### config.mk
export PLATFORM = sky130hd
export DESIGN_NAME = ac_power_window_accumulator
export DESIGN_NICKNAME = d
export VERILOG_FILES = /design/src/rtl/apwa_pkg.sv /design/src/rtl/apwa_mul.sv /design/src/rtl/ac_power_window_accumulator.sv
export VERILOG_INCLUDE_DIRS = /design/src /design/src/rtl
export SDC_FILE = /design/constraint.sdc
export NUM_CORES = 2
export LEC_CHECK = 0
export BUFFER_PORTS_ARGS = -buffer_cell sky130_fd_sc_hd__buf_2
export CORE_MARGIN = 3
export CORE_UTILIZATION = 60
export DETAILED_ROUTE_END_ITERATION = 10
export PLACE_DENSITY = 0.76
export SETUP_SLACK_MARGIN = 0.02
export SLEW_MARGIN = 15
export SYNTH_ARGS = -nofsm -noshare
export SYNTH_HDL_FRONTEND = slang
export SYNTH_HIERARCHICAL = 1
export SYNTH_SLANG_ARGS = --single-unit
### constraint.sdc
create_clock -name clk -period 8.5 [get_ports clk]
set_input_delay 0.425 -clock clk [delete_from_list [all_inputs] [get_ports clk]]
set_output_delay 0.425 -clock clk [all_outputs]
set_load 0.02 [all_outputs]
### src/rtl/ac_power_window_accumulator_assert.svh
// assertion macros for the ac power window accumulator
`ifndef AC_POWER_WINDOW_ACCUMULATOR_ASSERT_SVH
`define AC_POWER_WINDOW_ACCUMULATOR_ASSERT_SVH
`ifndef SYNTHESIS
`define APWA_ASSERT(lbl, clk, rstn, prop, msg) \
    lbl: assert property (@(posedge clk) disable iff (!rstn) prop) else $error(msg);
`define APWA_ASSERT_NEXT(lbl, clk, rstn, ante, cons, msg) \
    lbl: assert property (@(posedge clk) disable iff (!rstn) (ante) |=> (cons)) else $error(msg);
`else
`define APWA_ASSERT(lbl, clk, rstn, prop, msg)
`define APWA_ASSERT_NEXT(lbl, clk, rstn, ante, cons, msg)
`endif
`endif

### src/rtl/apwa_pkg.sv
// shared constants and types of the ac power window accumulator
`default_nettype none
package apwa_pkg;
    localparam int ADC_BITS   = 12;
    localparam int Q_SH       = 10;
    localparam int OFF_W      = ADC_BITS + Q_SH;
    localparam int FV_W       = OFF_W + 1;
    localparam int PC_W       = 15;
    localparam int PC_SH      = 14;
    localparam int XC_W       = 10;
    localparam int CNT_W      = 16;
    localparam int TO_W       = 16;
    localparam int ACC_W      = 64;
    localparam int MUL_W      = FV_W + 3;
    localparam int OP_W       = MUL_W + 1;
    localparam int PROD_W     = 2 * MUL_W + 2;
    localparam int MCNT_W     = $clog2(MUL_W + 1);
    localparam int CFG_ADDR_W = 2;
    localparam int CFG_DATA_W = 16;
    localparam int S_DATA_W   = 32;
    localparam int M_DATA_W   = 216;
    localparam int FULL       = 1 << ADC_BITS;
    localparam int V_LOW      = (FULL * 45) / 100;
    localparam int V_HIGH     = (FULL * 55 - 1) / 100;

    localparam logic [CFG_ADDR_W-1:0] CFG_TARGET  = 2'd0;
    localparam logic [CFG_ADDR_W-1:0] CFG_TIMEOUT = 2'd1;
    localparam logic [CFG_ADDR_W-1:0] CFG_PHASE   = 2'd2;

    typedef enum logic [1:0] {PH_IDLE, PH_WAIT, PH_MEAS} phase_t;
    typedef enum logic {ST_IDLE, ST_RUN} st_t;
    typedef enum logic [1:0] {OP_VSQ, OP_ASQ, OP_SHIFT, OP_PWR} op_t;
endpackage
`default_nettype wire

### src/rtl/apwa_mul.sv
// bit-serial signed multiplier, one multiplier bit per cycle
`default_nettype none
module apwa_mul (
    input  wire logic                               clk,
    input  wire logic                               rst_n,
    input  wire logic                               start,
    input  wire logic signed [apwa_pkg::OP_W-1:0]   a,
    input  wire logic signed [apwa_pkg::OP_W-1:0]   b,
    output logic                                    busy,
    output logic                                    done,
    output logic signed [apwa_pkg::PROD_W-1:0]     product
);
    import apwa_pkg::*;

    logic [MCNT_W-1:0]  cnt_reg, cnt_next;
    logic               neg_reg, neg_next;
    logic               done_reg, done_next;
    logic [MUL_W-1:0]   mag_reg, mag_next;
    logic [2*MUL_W-1:0] p_reg, p_next;
    logic [OP_W-1:0]    a_abs, b_abs;
    logic [MUL_W:0]     sum;

    always_comb
    begin
        a_abs     = a[OP_W-1] ? OP_W'(-a) : OP_W'(a);
        b_abs     = b[OP_W-1] ? OP_W'(-b) : OP_W'(b);
        sum       = {1'b0, p_reg[2*MUL_W-1:MUL_W]}
                  + (p_reg[0] ? {1'b0, mag_reg} : {(MUL_W+1){1'b0}});
        cnt_next  = cnt_reg;
        neg_next  = neg_reg;
        mag_next  = mag_reg;
        p_next    = p_reg;
        done_next = 1'b0;
        if (cnt_reg != '0)
        begin
            p_next    = {sum, p_reg[MUL_W-1:1]};
            cnt_next  = cnt_reg - 1'b1;
            done_next = (cnt_reg == MCNT_W'(1));
        end
        else if (start)
        begin
            neg_next = a[OP_W-1] ^ b[OP_W-1];
            mag_next = a_abs[MUL_W-1:0];
            p_next   = {{MUL_W{1'b0}}, b_abs[MUL_W-1:0]};
            cnt_next = MCNT_W'(MUL_W);
        end
    end

    always_ff @(posedge clk or negedge rst_n)
    begin
        if (!rst_n)
        begin
            cnt_reg  <= '0;
            done_reg <= 1'b0;
        end
        else
        begin
            cnt_reg  <= cnt_next;
            done_reg <= done_next;
        end
    end

    always_ff @(posedge clk)
    begin
        neg_reg <= neg_next;
        mag_reg <= mag_next;
        p_reg   <= p_next;
    end

    assign busy    = (cnt_reg != '0);
    assign done    = done_reg;
    assign product = neg_reg ? -$signed({2'b00, p_reg}) : $signed({2'b00, p_reg});
endmodule
`default_nettype wire

### src/rtl/ac_power_window_accumulator.sv
// top level of the ac power window accumulator
// usage:
//   s_* carries sample requests (start flag, voltage, current, millisecond tick);
//   m_* carries one window result (three 64-bit sums, sample count, timeout flag).
//   cfg_we/cfg_addr/cfg_wdata write crossing target, timeout and phase factor;
//   the user must do so only while the block is idle; the block does not enforce it.
// timing:
//   idle and wait requests do not use the multiplier. a measured request runs four
//   products through one bit-serial multiplier of 26 steps each; new requests
//   wait until the last product is done.
//   a result appears in the output register the cycle after the request that
//   ends the window, or after the last product when the crossing target is met.
// reset clears phase, offsets, sums and counters; configuration returns to
//   20 crossings, 2000 ms, phase factor 27853.
// a stalled result holds in the output register; new requests wait until it
//   is taken or leaves in the same cycle.
`default_nettype none
`include "ac_power_window_accumulator_assert.svh"
module ac_power_window_accumulator (
    input  wire logic                                clk,
    input  wire logic                                rst_n,
    input  wire logic                                s_tvalid,
    output logic                                     s_tready,
    // start_req, volt_sample, amp_sample, ms_tick
    input  wire logic [apwa_pkg::S_DATA_W-1:0]       s_tdata,
    output logic                                     m_tvalid,
    input  wire logic                                m_tready,
    // sum_volt_sq, sum_amp_sq, sum_power, sample_count, timed_out
    output logic [apwa_pkg::M_DATA_W-1:0]            m_tdata,
    input  wire logic                                cfg_we,
    input  wire logic [apwa_pkg::CFG_ADDR_W-1:0]     cfg_addr,
    input  wire logic [apwa_pkg::CFG_DATA_W-1:0]     cfg_wdata
);
    import apwa_pkg::*;

    phase_t                   phase_reg, phase_next;
    st_t                      st_reg, st_next;
    op_t                      op_reg, op_next;
    logic [OFF_W-1:0]         voff_reg, voff_next, aoff_reg, aoff_next;
    logic signed [FV_W-1:0]   prev_reg, prev_next, last_reg, last_next;
    logic signed [FV_W-1:0]   fv_reg, fv_next, fi_reg, fi_next;
    logic [ADC_BITS-1:0]      ref_reg, ref_next;
    logic                     above_reg, above_next;
    logic [XC_W-1:0]          xc_reg, xc_next, tgt_reg, tgt_next;
    logic [CNT_W-1:0]         cnt_reg, cnt_next;
    logic [TO_W-1:0]          el_reg, el_next, to_reg, to_next;
    logic [PC_W-1:0]          pc_reg, pc_next;
    logic [ACC_W-1:0]         accv_reg, accv_next, acca_reg, acca_next;
    logic [ACC_W-1:0]         accp_reg, accp_next;
    logic                     ov_reg, ov_next, oto_reg, oto_next;
    logic [ACC_W-1:0]         osv_reg, osv_next, osa_reg, osa_next, osp_reg, osp_next;
    logic [CNT_W-1:0]         ocnt_reg, ocnt_next;

    logic                     accept, go, mul_start, mul_busy, mul_done;
    logic signed [OP_W-1:0]   mul_a, mul_b, shifted;
    logic signed [PROD_W-1:0] mul_prod, prod_sh;
    logic                     start_req, ms_tick;
    logic [ADC_BITS-1:0]      vs, as_s;
    logic signed [FV_W-1:0]   sc_v, sc_a, dif_v, dif_a, on_v, on_a, fv_now, fi_now;

    assign start_req = s_tdata[0];
    assign vs        = s_tdata[12:1];
    assign as_s      = s_tdata[24:13];
    assign ms_tick   = s_tdata[25];
    assign s_tready  = (st_reg == ST_IDLE) && (!ov_reg || m_tready);
    assign accept    = s_tvalid && s_tready;

    // offset trackers
    always_comb
    begin
        sc_v   = $signed({1'b0, vs, {Q_SH{1'b0}}});
        sc_a   = $signed({1'b0, as_s, {Q_SH{1'b0}}});
        dif_v  = sc_v - $signed({1'b0, voff_reg});
        dif_a  = sc_a - $signed({1'b0, aoff_reg});
        on_v   = $signed({1'b0, voff_reg}) + (dif_v >>> Q_SH);
        on_a   = $signed({1'b0, aoff_reg}) + (dif_a >>> Q_SH);
        fv_now = sc_v - on_v;
        fi_now = sc_a - on_a;
    end

    assign prod_sh = mul_prod >>> PC_SH;
    assign shifted = OP_W'(last_reg) + $signed(prod_sh[OP_W-1:0]);

    apwa_mul u_mul (
        .clk     (clk),
        .rst_n   (rst_n),
        .start   (mul_start),
        .a       (mul_a),
        .b       (mul_b),
        .busy    (mul_busy),
        .done    (mul_done),
        .product (mul_prod)
    );

    // sequencer next state
    always_comb
    begin
        st_next = st_reg;
        op_next = op_reg;
        unique case (st_reg)
            ST_IDLE:
            begin
                if (go)
                begin
                    st_next = ST_RUN;
                    op_next = OP_VSQ;
                end
            end
            ST_RUN:
            begin
                if (mul_done)
                begin
                    if (op_reg == OP_PWR)
                        st_next = ST_IDLE;
                    else
                        op_next = op_t'(op_reg + 2'd1);
                end
            end
            default: st_next = ST_IDLE;
        endcase
    end

    // sequencer outputs
    always_comb
    begin
        mul_start = 1'b0;
        mul_a     = OP_W'(fv_now);
        mul_b     = OP_W'(fv_now);
        unique case (st_reg)
            ST_IDLE:
                mul_start = go;
            ST_RUN:
            begin
                mul_start = mul_done && (op_reg != OP_PWR);
                unique case (op_reg)
                    OP_VSQ:
                    begin
                        mul_a = OP_W'(fi_reg);
                        mul_b = OP_W'(fi_reg);
                    end
                    OP_ASQ:
                    begin
                        mul_a = $signed({{(OP_W-PC_W){1'b0}}, pc_reg});
                        mul_b = OP_W'(fv_reg) - OP_W'(last_reg);
                    end
                    OP_SHIFT:
                    begin
                        mul_a = shifted;
                        mul_b = OP_W'(fi_reg);
                    end
                    OP_PWR:
                    begin
                        mul_a = OP_W'(fi_reg);
                        mul_b = OP_W'(fi_reg);
                    end
                    default:
                    begin
                        mul_a = OP_W'(fi_reg);
                        mul_b = OP_W'(fi_reg);
                    end
                endcase
            end
            default: mul_start = 1'b0;
        endcase
    end

    // window control and datapath
    always_comb
    begin
        phase_t           ph;
        logic [TO_W-1:0]  el;
        logic             tk;
        logic             now_above;
        logic             was_above;

        phase_next = phase_reg;
        voff_next  = voff_reg;
        aoff_next  = aoff_reg;
        prev_next  = prev_reg;
        last_next  = last_reg;
        fv_next    = fv_reg;
        fi_next    = fi_reg;
        ref_next   = ref_reg;
        above_next = above_reg;
        xc_next    = xc_reg;
        cnt_next   = cnt_reg;
        el_next    = el_reg;
        tgt_next   = tgt_reg;
        to_next    = to_reg;
        pc_next    = pc_reg;
        accv_next  = accv_reg;
        acca_next  = acca_reg;
        accp_next  = accp_reg;
        ov_next    = ov_reg && !m_tready;
        osv_next   = osv_reg;
        osa_next   = osa_reg;
        osp_next   = osp_reg;
        ocnt_next  = ocnt_reg;
        oto_next   = oto_reg;
        go         = 1'b0;
        ph         = phase_reg;
        el         = el_reg;
        tk         = ms_tick;
        now_above  = (vs > ref_reg);
        was_above  = (cnt_reg == '0) ? now_above : above_reg;

        if (cfg_we)
        begin
            unique case (cfg_addr)
                CFG_TARGET:  tgt_next = cfg_wdata[XC_W-1:0];
                CFG_TIMEOUT: to_next  = cfg_wdata[TO_W-1:0];
                CFG_PHASE:   pc_next  = cfg_wdata[PC_W-1:0];
                default:     tgt_next = tgt_reg;
            endcase
        end

        if (accept)
        begin
            if (start_req)
            begin
                accv_next  = '0;
                acca_next  = '0;
                accp_next  = '0;
                xc_next    = '0;
                cnt_next   = '0;
                above_next = 1'b0;
                el         = '0;
                tk         = 1'b0;
                ph         = PH_WAIT;
            end
            if (tk && el != '1)
                el = el + 1'b1;
            el_next    = el;
            phase_next = ph;
            unique case (ph)
                PH_IDLE: el_next = el_reg;
                PH_WAIT:
                begin
                    if ((vs > ADC_BITS'(V_LOW) && vs <= ADC_BITS'(V_HIGH)) || el > to_reg)
                    begin
                        ref_next   = vs;
                        el_next    = '0;
                        phase_next = PH_MEAS;
                    end
                end
                PH_MEAS:
                begin
                    if (xc_reg >= tgt_reg || el >= to_reg)
                    begin
                        ov_next    = 1'b1;
                        osv_next   = accv_reg;
                        osa_next   = acca_reg;
                        osp_next   = accp_reg;
                        ocnt_next  = cnt_reg;
                        oto_next   = !(xc_reg >= tgt_reg);
                        phase_next = PH_IDLE;
                    end
                    else
                    begin
                        go         = 1'b1;
                        cnt_next   = (cnt_reg != '1) ? cnt_reg + 1'b1 : cnt_reg;
                        voff_next  = on_v[OFF_W-1:0];
                        aoff_next  = on_a[OFF_W-1:0];
                        fv_next    = fv_now;
                        fi_next    = fi_now;
                        last_next  = prev_reg;
                        prev_next  = fv_now;
                        above_next = now_above;
                        if (was_above != now_above && xc_reg != '1)
                            xc_next = xc_reg + 1'b1;
                    end
                end
                default: phase_next = PH_IDLE;
            endcase
        end

        if (st_reg == ST_RUN && mul_done)
        begin
            unique case (op_reg)
                OP_VSQ:   accv_next = accv_reg + ACC_W'(mul_prod);
                OP_ASQ:   acca_next = acca_reg + ACC_W'(mul_prod);
                OP_SHIFT: accp_next = accp_reg;
                OP_PWR:
                begin
                    accp_next = accp_reg + ACC_W'(mul_prod);
                    if (xc_reg >= tgt_reg)
                    begin
                        ov_next    = 1'b1;
                        osv_next   = accv_reg;
                        osa_next   = acca_reg;
                        osp_next   = accp_reg + ACC_W'(mul_prod);
                        ocnt_next  = cnt_reg;
                        oto_next   = 1'b0;
                        phase_next = PH_IDLE;
                    end
                end
                default: accp_next = accp_reg;
            endcase
        end
    end

    always_ff @(posedge clk or negedge rst_n)
    begin
        if (!rst_n)
        begin
            phase_reg <= PH_IDLE;
            st_reg    <= ST_IDLE;
            op_reg    <= OP_VSQ;
            voff_reg  <= '0;
            aoff_reg  <= '0;
            prev_reg  <= '0;
            ref_reg   <= '0;
            above_reg <= 1'b0;
            xc_reg    <= '0;
            cnt_reg   <= '0;
            el_reg    <= '0;
            tgt_reg   <= XC_W'(20);
            to_reg    <= TO_W'(2000);
            pc_reg    <= PC_W'(27853);
            accv_reg  <= '0;
            acca_reg  <= '0;
            accp_reg  <= '0;
            ov_reg    <= 1'b0;
        end
        else
        begin
            phase_reg <= phase_next;
            st_reg    <= st_next;
            op_reg    <= op_next;
            voff_reg  <= voff_next;
            aoff_reg  <= aoff_next;
            prev_reg  <= prev_next;
            ref_reg   <= ref_next;
            above_reg <= above_next;
            xc_reg    <= xc_next;
            cnt_reg   <= cnt_next;
            el_reg    <= el_next;
            tgt_reg   <= tgt_next;
            to_reg    <= to_next;
            pc_reg    <= pc_next;
            accv_reg  <= accv_next;
            acca_reg  <= acca_next;
            accp_reg  <= accp_next;
            ov_reg    <= ov_next;
        end
    end

    always_ff @(posedge clk)
    begin
        last_reg <= last_next;
        fv_reg   <= fv_next;
        fi_reg   <= fi_next;
        osv_reg  <= osv_next;
        osa_reg  <= osa_next;
        osp_reg  <= osp_next;
        ocnt_reg <= ocnt_next;
        oto_reg  <= oto_next;
    end

    assign m_tvalid = ov_reg;
    assign m_tdata  = {7'b0, oto_reg, ocnt_reg, osp_reg, osa_reg, osv_reg};

    `APWA_ASSERT(a_ready_idle_mul, clk, rst_n, s_tready |-> !mul_busy, "ready while multiplier busy")
    `APWA_ASSERT(a_done_in_run, clk, rst_n, mul_done |-> (st_reg == ST_RUN), "product outside run")
    `APWA_ASSERT(a_first_no_cross, clk, rst_n, (cnt_reg == '0) |-> (xc_reg == '0), "crossing without samples")
    `APWA_ASSERT_NEXT(a_go_runs, clk, rst_n, go, (st_reg == ST_RUN) && mul_busy, "measure did not start")
endmodule
`default_nettype wire
; After elaboration in Yosys (flattened, before gate mapping)
; Cells that the tools add are included.
[op_classes]
addsub = 20
order_cmp = 6
n_eq_ne = 18
n_reduce_logical = 31
bitwise = 5
muxes = 102
[ops]
columns = op, count
row1 = 64-bit two-way mux, 29
row2 = 16-bit two-way mux, 15
row3 = 64-bit adder, 3
row4 = 64-bit case mux with 2 select lines, 1
row5 = 52-bit two-way mux, 2
row6 = 27-bit case mux with 3 select lines, 1
row7 = 26-bit two-way mux, 3
row8 = 27-bit two-way mux, 2
row9 = 54-bit two-way mux, 1
row10 = 52-bit negation with 54-bit output, 1
row11 = 27-bit case mux with 2 select lines, 1
row12 = 26-bit negation, 2
row13 = 23-bit by 13-bit adder with 23-bit output, 2
row14 = 22-bit by 22-bit subtractor with 23-bit output, 2
row15 = 23-bit subtractor, 2
row16 = 10-bit two-way mux, 4
row17 = 16-bit by 1-bit adder with 16-bit output (second input constant), 2
row18 = 16-bit != test (second input constant), 2
row19 = 16-bit case mux with 2 select lines, 1
row20 = 23-bit by 27-bit adder with 27-bit output, 1
row21 = 26-bit by 27-bit adder with 27-bit output, 1
row22 = 1-bit two-way mux, 25
row23 = 23-bit by 23-bit subtractor with 24-bit output, 1
row24 = 2-bit two-way mux, 11
row25 = 34 further kinds, 67
[word_totals]
reg_bits = 724
wordCells = 213
output_inout_bits = 218
in_bits = 55

; Depth between registers and ports, before layout
[depth]
word_depth = 17
mapped_depth = 35
depth_no_buf = 34

; Modules after synthesis
; The synthesis kept the hierarchy.
[by_module_without_submodules]
columns = module, n_inst, cells_per_inst, area_each_um2
row1 = ac_power_window_accumulator, 1, 4801, 43020.0
row2 = apwa_mul, 1, 780, 6960.4

; Worst setup path before layout
; OpenSTA, ideal clock, no wires.
[synth_timing]
path_type = input to register
start = input s_tdata[0] in the netlist's numbering
end = register fi_reg[0], enable pin
t_required_ns = 8.040
setup_slack_ns = 0.964
setup_ns = 0.460
n_path_buf = 5
arrival_time_ns = 7.076
path_stages = 28
cell_sequence = clkbuf_1 > clkbuf_1 > clkbuf_1 > nor2b_1 > ha_1 > nor3b_1 > nand3_1 > o21a_1 > and3_1 > nor2b_1 > and2_1 > nand2_1 > xor2_1 > nor2_1 > ha_1 > a21o_1 > a21o_1 > a21oi_1 > nor2b_1 > o21ai_0 > nand2_1 > a211oi_1 > o21bai_1 > nor3b_1 > nand2_1 > inv_1 > clkbuf_1 > buf_1
[synth_between]
elab_chain_len = 10
[synth_rtl]
columns = element, line_no
row1 = start: declaration, ac_power_window_accumulator.sv:25  ; input wire logic [apwa_pkg::S_DATA_W-1:0] s_tdata,
row2 = "parallel branches: the longest is 9 deep, another holds 16-bit by 1-bit adder with 16-bit output", -
row3 = 3-bit AND reduction (no line) (*), -
row4 = end signal: assignment, ac_power_window_accumulator.sv:352  ; fi_reg <= fi_next;
row5 = end: declaration, ac_power_window_accumulator.sv:41  ; logic signed [FV_W-1:0] fv_reg, fv_next, fi_reg, fi_next;
; Every way passes the cells marked *. The select of a mux whose other input is x is not followed.
; A chain may end at the register's enable or synchronous reset.

; Worst setup path after layout
[layout_timing]
start = register voff_reg[10]
end = register u_mul.mag_reg[25] (data pin)
[layout_between]
elab_chain_len = 6
[layout_rtl]
columns = element, line_no
row1 = start: declaration, ac_power_window_accumulator.sv:39  ; logic [OFF_W-1:0] voff_reg, voff_next, aoff_reg, aoff_next;
row2 = start signal: assignment, ac_power_window_accumulator.sv:330  ; voff_reg <= voff_next;
row3 = 22-bit by 22-bit subtractor with 23-bit output, ac_power_window_accumulator.sv:73  ; dif_v = sc_v - $signed({1'b0, voff_reg});
row4 = 23-bit by 13-bit adder with 23-bit output (*), ac_power_window_accumulator.sv:75  ; on_v = $signed({1'b0, voff_reg}) + (dif_v >>> Q_SH);
row5 = 23-bit subtractor (*), ac_power_window_accumulator.sv:77  ; fv_now = sc_v - on_v;
row6 = 27-bit two-way mux (*), ac_power_window_accumulator.sv:129  ; unique case (st_reg)
row7 = via mul_a[20], ac_power_window_accumulator.sv:55  ; logic signed [OP_W-1:0] mul_a, mul_b, shifted;
row8 = 26-bit negation (*), apwa_mul.sv:25  ; a_abs = a[OP_W-1] ? OP_W'(-a) : OP_W'(a);
row9 = 26-bit two-way mux (*), apwa_mul.sv:25
row10 = via u_mul.a_abs[25], apwa_mul.sv:20  ; logic [OP_W-1:0] a_abs, b_abs;
row11 = end signal: assignment, apwa_mul.sv:66  ; mag_reg <= mag_next;
row12 = end: declaration, apwa_mul.sv:18  ; logic [MUL_W-1:0] mag_reg, mag_next;
; Mark *: on every way through the listed nets, which the timed path passes. The rest lies on a longest branch.

==> metrics.txt <==
# TYPE chip_impl_metric gauge
chip_impl_metric{name="worst_ep_required_time",unit="ns"} 8.86
chip_impl_info{name="clock-root-buffer",value="sky130_fd_sc_hd__clkbuf_16"} 1
chip_impl_metric{name="post-place-ws",unit="ns"} 0.234
chip_impl_metric{name="io_pins",unit=""} 273
chip_impl_metric{name="cts.repair_timing.setup_buffer_count",unit=""} 0
chip_impl_metric{name="max_freq",unit="MHz"} 125
chip_impl_metric{name="synth-seq-area-share",unit=""} 0.356
chip_impl_metric{name="finalNonFillerCells",unit=""} 6906
chip_impl_metric{name="timing.final.crit_share",unit=""} 0.938
chip_impl_info{name="cell_mode_on_critical_path",value="sky130_fd_sc_hd__ha_1"} 1
chip_impl_metric{name="synth_compound_area_frac",unit=""} 0.219
chip_impl_metric{name="dr_total_vias",unit=""} 43100
chip_impl_metric{name="final_setup_vio_count",unit=""} 0
chip_impl_info{name="rsz_0062_raised_after_global_routing",value="no"} 1
chip_impl_metric{name="place.gp.congestion",unit=""} 0.948
chip_impl_metric{name="dieHeight",unit="um"} 295
chip_impl_metric{name="report.power.total",unit="uW"} 22800
chip_impl_info{name="setup.worst_path.start",value="voff_reg[10]"} 1
chip_impl_metric{name="grt_first_pass_wirelength",unit="mm"} 228
chip_impl_info{name="regToRegEndpoint",value="u_mul/mag_reg[25]"} 1
chip_impl_metric{name="drv_slew",unit=""} 0
chip_impl_metric{name="netlist_instances",unit=""} 5581
chip_impl_metric{name="count_of_antenna_violating_nets_left_after_detailed_routing",unit=""} 0
chip_impl_metric{name="arrival",unit="ns"} 8.34
chip_impl_info{name="critical-path-slowest-cell",value="sky130_fd_sc_hd__or4_1"} 1
chip_impl_metric{name="synth_enable_flop_cells",unit=""} 148
chip_impl_info{name="critical_path_class",value="reg -> reg"} 1
chip_impl_metric{name="synth_cell_type_count",unit=""} 115
chip_impl_metric{name="area_growth_syn_to_layout",unit="%"} 10.6
chip_impl_metric{name="ys_seq_elements",unit=""} 723
chip_impl_info{name="cts_tree",value="done"} 1
chip_impl_metric{name="io_buffers",unit=""} 259
chip_impl_metric{name="final.setup_skew",unit="ns"} 0.0271
chip_impl_info{name="timing.hold.worst.start",value="cfg_wdata[15]"} 1
chip_impl_metric{name="synth_simple_gate_area_share",unit=""} 0.150
chip_impl_metric{name="power.density",unit="nW/um2"} 413
chip_impl_metric{name="grtUsageTotal",unit=""} 0.333
chip_impl_info{name="status",value="finished clean"} 1
chip_impl_metric{name="synth_xor_area_frac",unit=""} 0.0772
chip_impl_metric{name="via_per_inst",unit=""} 6.24
chip_impl_metric{name="finalHoldWorstSlack",unit="ns"} 0.0256
chip_impl_metric{name="core_region_area",unit="um2"} 82200
chip_impl_metric{name="hpwl",unit="mm"} 112
chip_impl_metric{name="worst_slew_pin_slew",unit="ns"} 1.27
chip_impl_metric{name="setup-tns-final",unit="ns"} 0
chip_impl_metric{name="cts-buffers-inserted",unit=""} 82
chip_impl_metric{name="count_of_tritonroute_iterations_in_the_first_routing_pass",unit=""} 6
chip_impl_metric{name="detailedRoute.firstIterationViolations",unit=""} 3709
chip_impl_metric{name="numClockSinks",unit=""} 723
chip_impl_info{name="synth_top_area_cell",value="sky130_fd_sc_hd__dfrtp_1"} 1
chip_impl_metric{name="synth.mux.area_fraction",unit=""} 0.0557
chip_impl_metric{name="max-vdd-ir-drop",unit="V"} 0.000373
chip_impl_metric{name="routed_wl",unit="mm"} 148
chip_impl_metric{name="critical_path_s_largest_stage_delay",unit="ns"} 0.63
chip_impl_metric{name="synth_warnings",unit=""} 6
chip_impl_metric{name="slew-limit-headroom",unit=""} 0.149
chip_impl_metric{name="layout.nets",unit=""} 6229
chip_impl_metric{name="floorplan.die_area",unit="um2"} 86800
chip_impl_metric{name="drive_gt1_frac",unit=""} 0.133
chip_impl_info{name="worst_setup_path_start_kind",value="flip-flop"} 1
chip_impl_metric{name="gr-total-overflow",unit=""} 0
chip_impl_metric{name="htree_num_levels",unit=""} 3
chip_impl_metric{name="rows",unit=""} 105
chip_impl_metric{name="share_of_the_synthesized_area_in_the_top_cell_type",unit=""} 0.175
chip_impl_metric{name="reg2reg_setup_slack",unit="ns"} 0.53
chip_impl_metric{name="clk_pin_slew",unit="ns"} 0.06
chip_impl_metric{name="worst-path-max-fanout",unit=""} 9
chip_impl_metric{name="adder_cell_share_of_the_synthesized_area",unit=""} 0.105
chip_impl_metric{name="horizontal_extent_of_the_die",unit="um"} 295
chip_impl_metric{name="final_hold_viol_count",unit=""} 0
chip_impl_metric{name="syn_area_per_cell",unit="um2"} 8.96
chip_impl_metric{name="p_leak",unit="uW"} 0.0258
chip_impl_metric{name="hold_path_depth",unit=""} 2
chip_impl_metric{name="number_of_antenna_violations_at_the_first_check_in_global_routing",unit=""} 3
chip_impl_info{name="setup.worst_path.end_class",value="flip-flop"} 1
chip_impl_info{name="hold_class",value="in -> reg"} 1
chip_impl_metric{name="initial_utilization",unit=""} 0.608
chip_impl_metric{name="synth_async_sr_flop_share",unit=""} 0.506
chip_impl_metric{name="grt_pass1_vias",unit=""} 40600
chip_impl_info{name="synth_top_family_by_area",value="compound AO/OA/AOI/OAI gates"} 1
chip_impl_metric{name="reg2reg_depth",unit=""} 32
chip_impl_metric{name="wl_per_cell",unit="um"} 21.5
chip_impl_info{name="min_delay_worst_endpoint",value="to_reg[15]"} 1
chip_impl_metric{name="netlist_area_before_placement",unit="um2"} 50000
chip_impl_metric{name="insertion_delay_of_the_later_clocked_pin_in_the_worst_skew_pair",unit="ns"} 0.65
chip_impl_metric{name="maximum_number_of_pins_on_one_net_before_global_route_repair",unit=""} 150
chip_impl_metric{name="ctsLongestPathBuffers",unit=""} 3
chip_impl_metric{name="max-cap-violations",unit=""} 0
chip_impl_metric{name="drc",unit=""} 0
chip_impl_info{name="synth_top_cells_by_area",value="sky130_fd_sc_hd__dfrtp_1 (17%), sky130_fd_sc_hd__ha_1 (10%), sky130_fd_sc_hd__edfxtp_1 (8.9%)"} 1
chip_impl_info{name="startpoint_of_the_worst_register_to_register_path",value="voff_reg[10]"} 1
chip_impl_metric{name="placedCellCount",unit=""} 6749
chip_impl_metric{name="layout_setup_ws",unit="ns"} 0.527
chip_impl_metric{name="final.min_clock_period",unit="ns"} 7.97
chip_impl_info{name="dominantRegCellSynth",value="sky130_fd_sc_hd__dfrtp_1"} 1
-- how the worst max path moves through the flow --
stage                              to  cells after the start
finish              u_mul/mag_reg[25]                     32
global route        u_mul/mag_reg[25]                     32
CTS                 u_mul/mag_reg[25]                     30
detailed placement  u_mul/mag_reg[25]                     30
global placement    u_mul/mag_reg[25]                     30
floorplan                   fi_reg[0]                     28
-- where the power goes --
part	switching (uW)	internal (uW)	total, uW
registers	406	4510	4910
clock network	1520	2130	3650
logic	9050	5200	14200
-- synthesized netlist by cell type, drive strengths merged (75+ instances only) --
| library cell | n |
|---|---|
| nand2 | 607 |
| o21ai | 547 |
| ha | 401 |
| dfrtp | 349 |
| a21oi | 346 |
| nor2 | 294 |
| xnor2 | 274 |
| a21o | 238 |
| clkbuf | 214 |
| inv | 212 |
| dfxtp | 209 |
| mux2 | 177 |
| xor2 | 163 |
| nand3 | 153 |
| edfxtp | 148 |
| nor3 | 82 |
| mux2i | 79 |
| nor2b | 75 |
-- metal layers --
metal | GRT usage | up-vias | wire length (um) | part of all wire
li1 | - | 20600 | - | -
met1 | 0.434 | 20500 | 62000 | 0.42
met2 | 0.548 | 1616 | 68100 | 0.46
met3 | 0.0381 | 279 | 10000 | 0.068
met4 | 0.171 | 0 | 8390 | 0.057
met5 | 0 | - | 0 | 0
-- critical path: cells and delay by family (launching register included) --
family | cells | cell delay [ns]
compound gates | 15 | 3.12
fa+ha+maj | 5 | 1.75
simple gates | 7 | 1.57
xor+xnor | 4 | 0.78
flops | 1 | 0.40
buf+inv | 1 | 0.06
-- what timing repair did --
action / in CTS / in global routing
setup endpoints to repair: 0 / 9
endpoints found under the hold margin: 53 / 0
hold buffers: 2 / 0
resized for setup: 0 / 7
-- cell families after synthesis --
family | after synthesis
other | 1
and+or+nand+nor | 1580
muxes | 256
buffers and inverters | 470
xor gates and xnor gates | 437
AOI/OAI and AO/OA | 1696
DFF | 723
adders and majority gates | 418
-- cell usage in the layout (no fill, tap or decap), types with 81 or more instances in the layout --
cell type,Yosys,layout
sky130_fd_sc_hd__dfrtp_1,349,349
sky130_fd_sc_hd__ha_1,401,401
sky130_fd_sc_hd__mux2_2,177,177
sky130_fd_sc_hd__buf_2,21,258
sky130_fd_sc_hd__buf_4,9,83
sky130_fd_sc_hd__xor2_1,162,162
sky130_fd_sc_hd__nand3_1,153,153
sky130_fd_sc_hd__a21o_1,238,238
sky130_fd_sc_hd__edfxtp_1,148,148
sky130_fd_sc_hd__dfxtp_1,209,209
sky130_fd_sc_hd__nor2_1,293,289
sky130_fd_sc_hd__inv_1,212,210
sky130_fd_sc_hd__nand2_1,604,600
sky130_fd_sc_hd__xnor2_1,271,266
sky130_fd_sc_hd__o21ai_0,531,529
sky130_fd_sc_hd__clkbuf_16,0,87
sky130_fd_sc_hd__nor3_1,82,81
sky130_fd_sc_hd__a21oi_1,344,343
-- metrics by stage --
stage | cell area (um2) | utilization
2_1_floorplan | 50000 | -
3_3_place_gp | 52400 | 0.638
3_5_place_dp | 52400 | 0.638
4_1_cts | 55200 | 0.672
5_1_grt | 55300 | 0.672
6_report | 55300 | 0.672
-- area by class of cell --
type,count,area [um2]
Antenna cell,2,5.00
Clock buffer,110,2330
Clock inverter,43,428
Fill cell,6757,27000
Inverter,215,810
Multi-Input combinational cell,4394,30500
Sequential cell,723,17800
Tap cell,1070,1340
Timing Repair Buffer,349,2050
No activity file was read; power rests on OpenSTA's default activity.
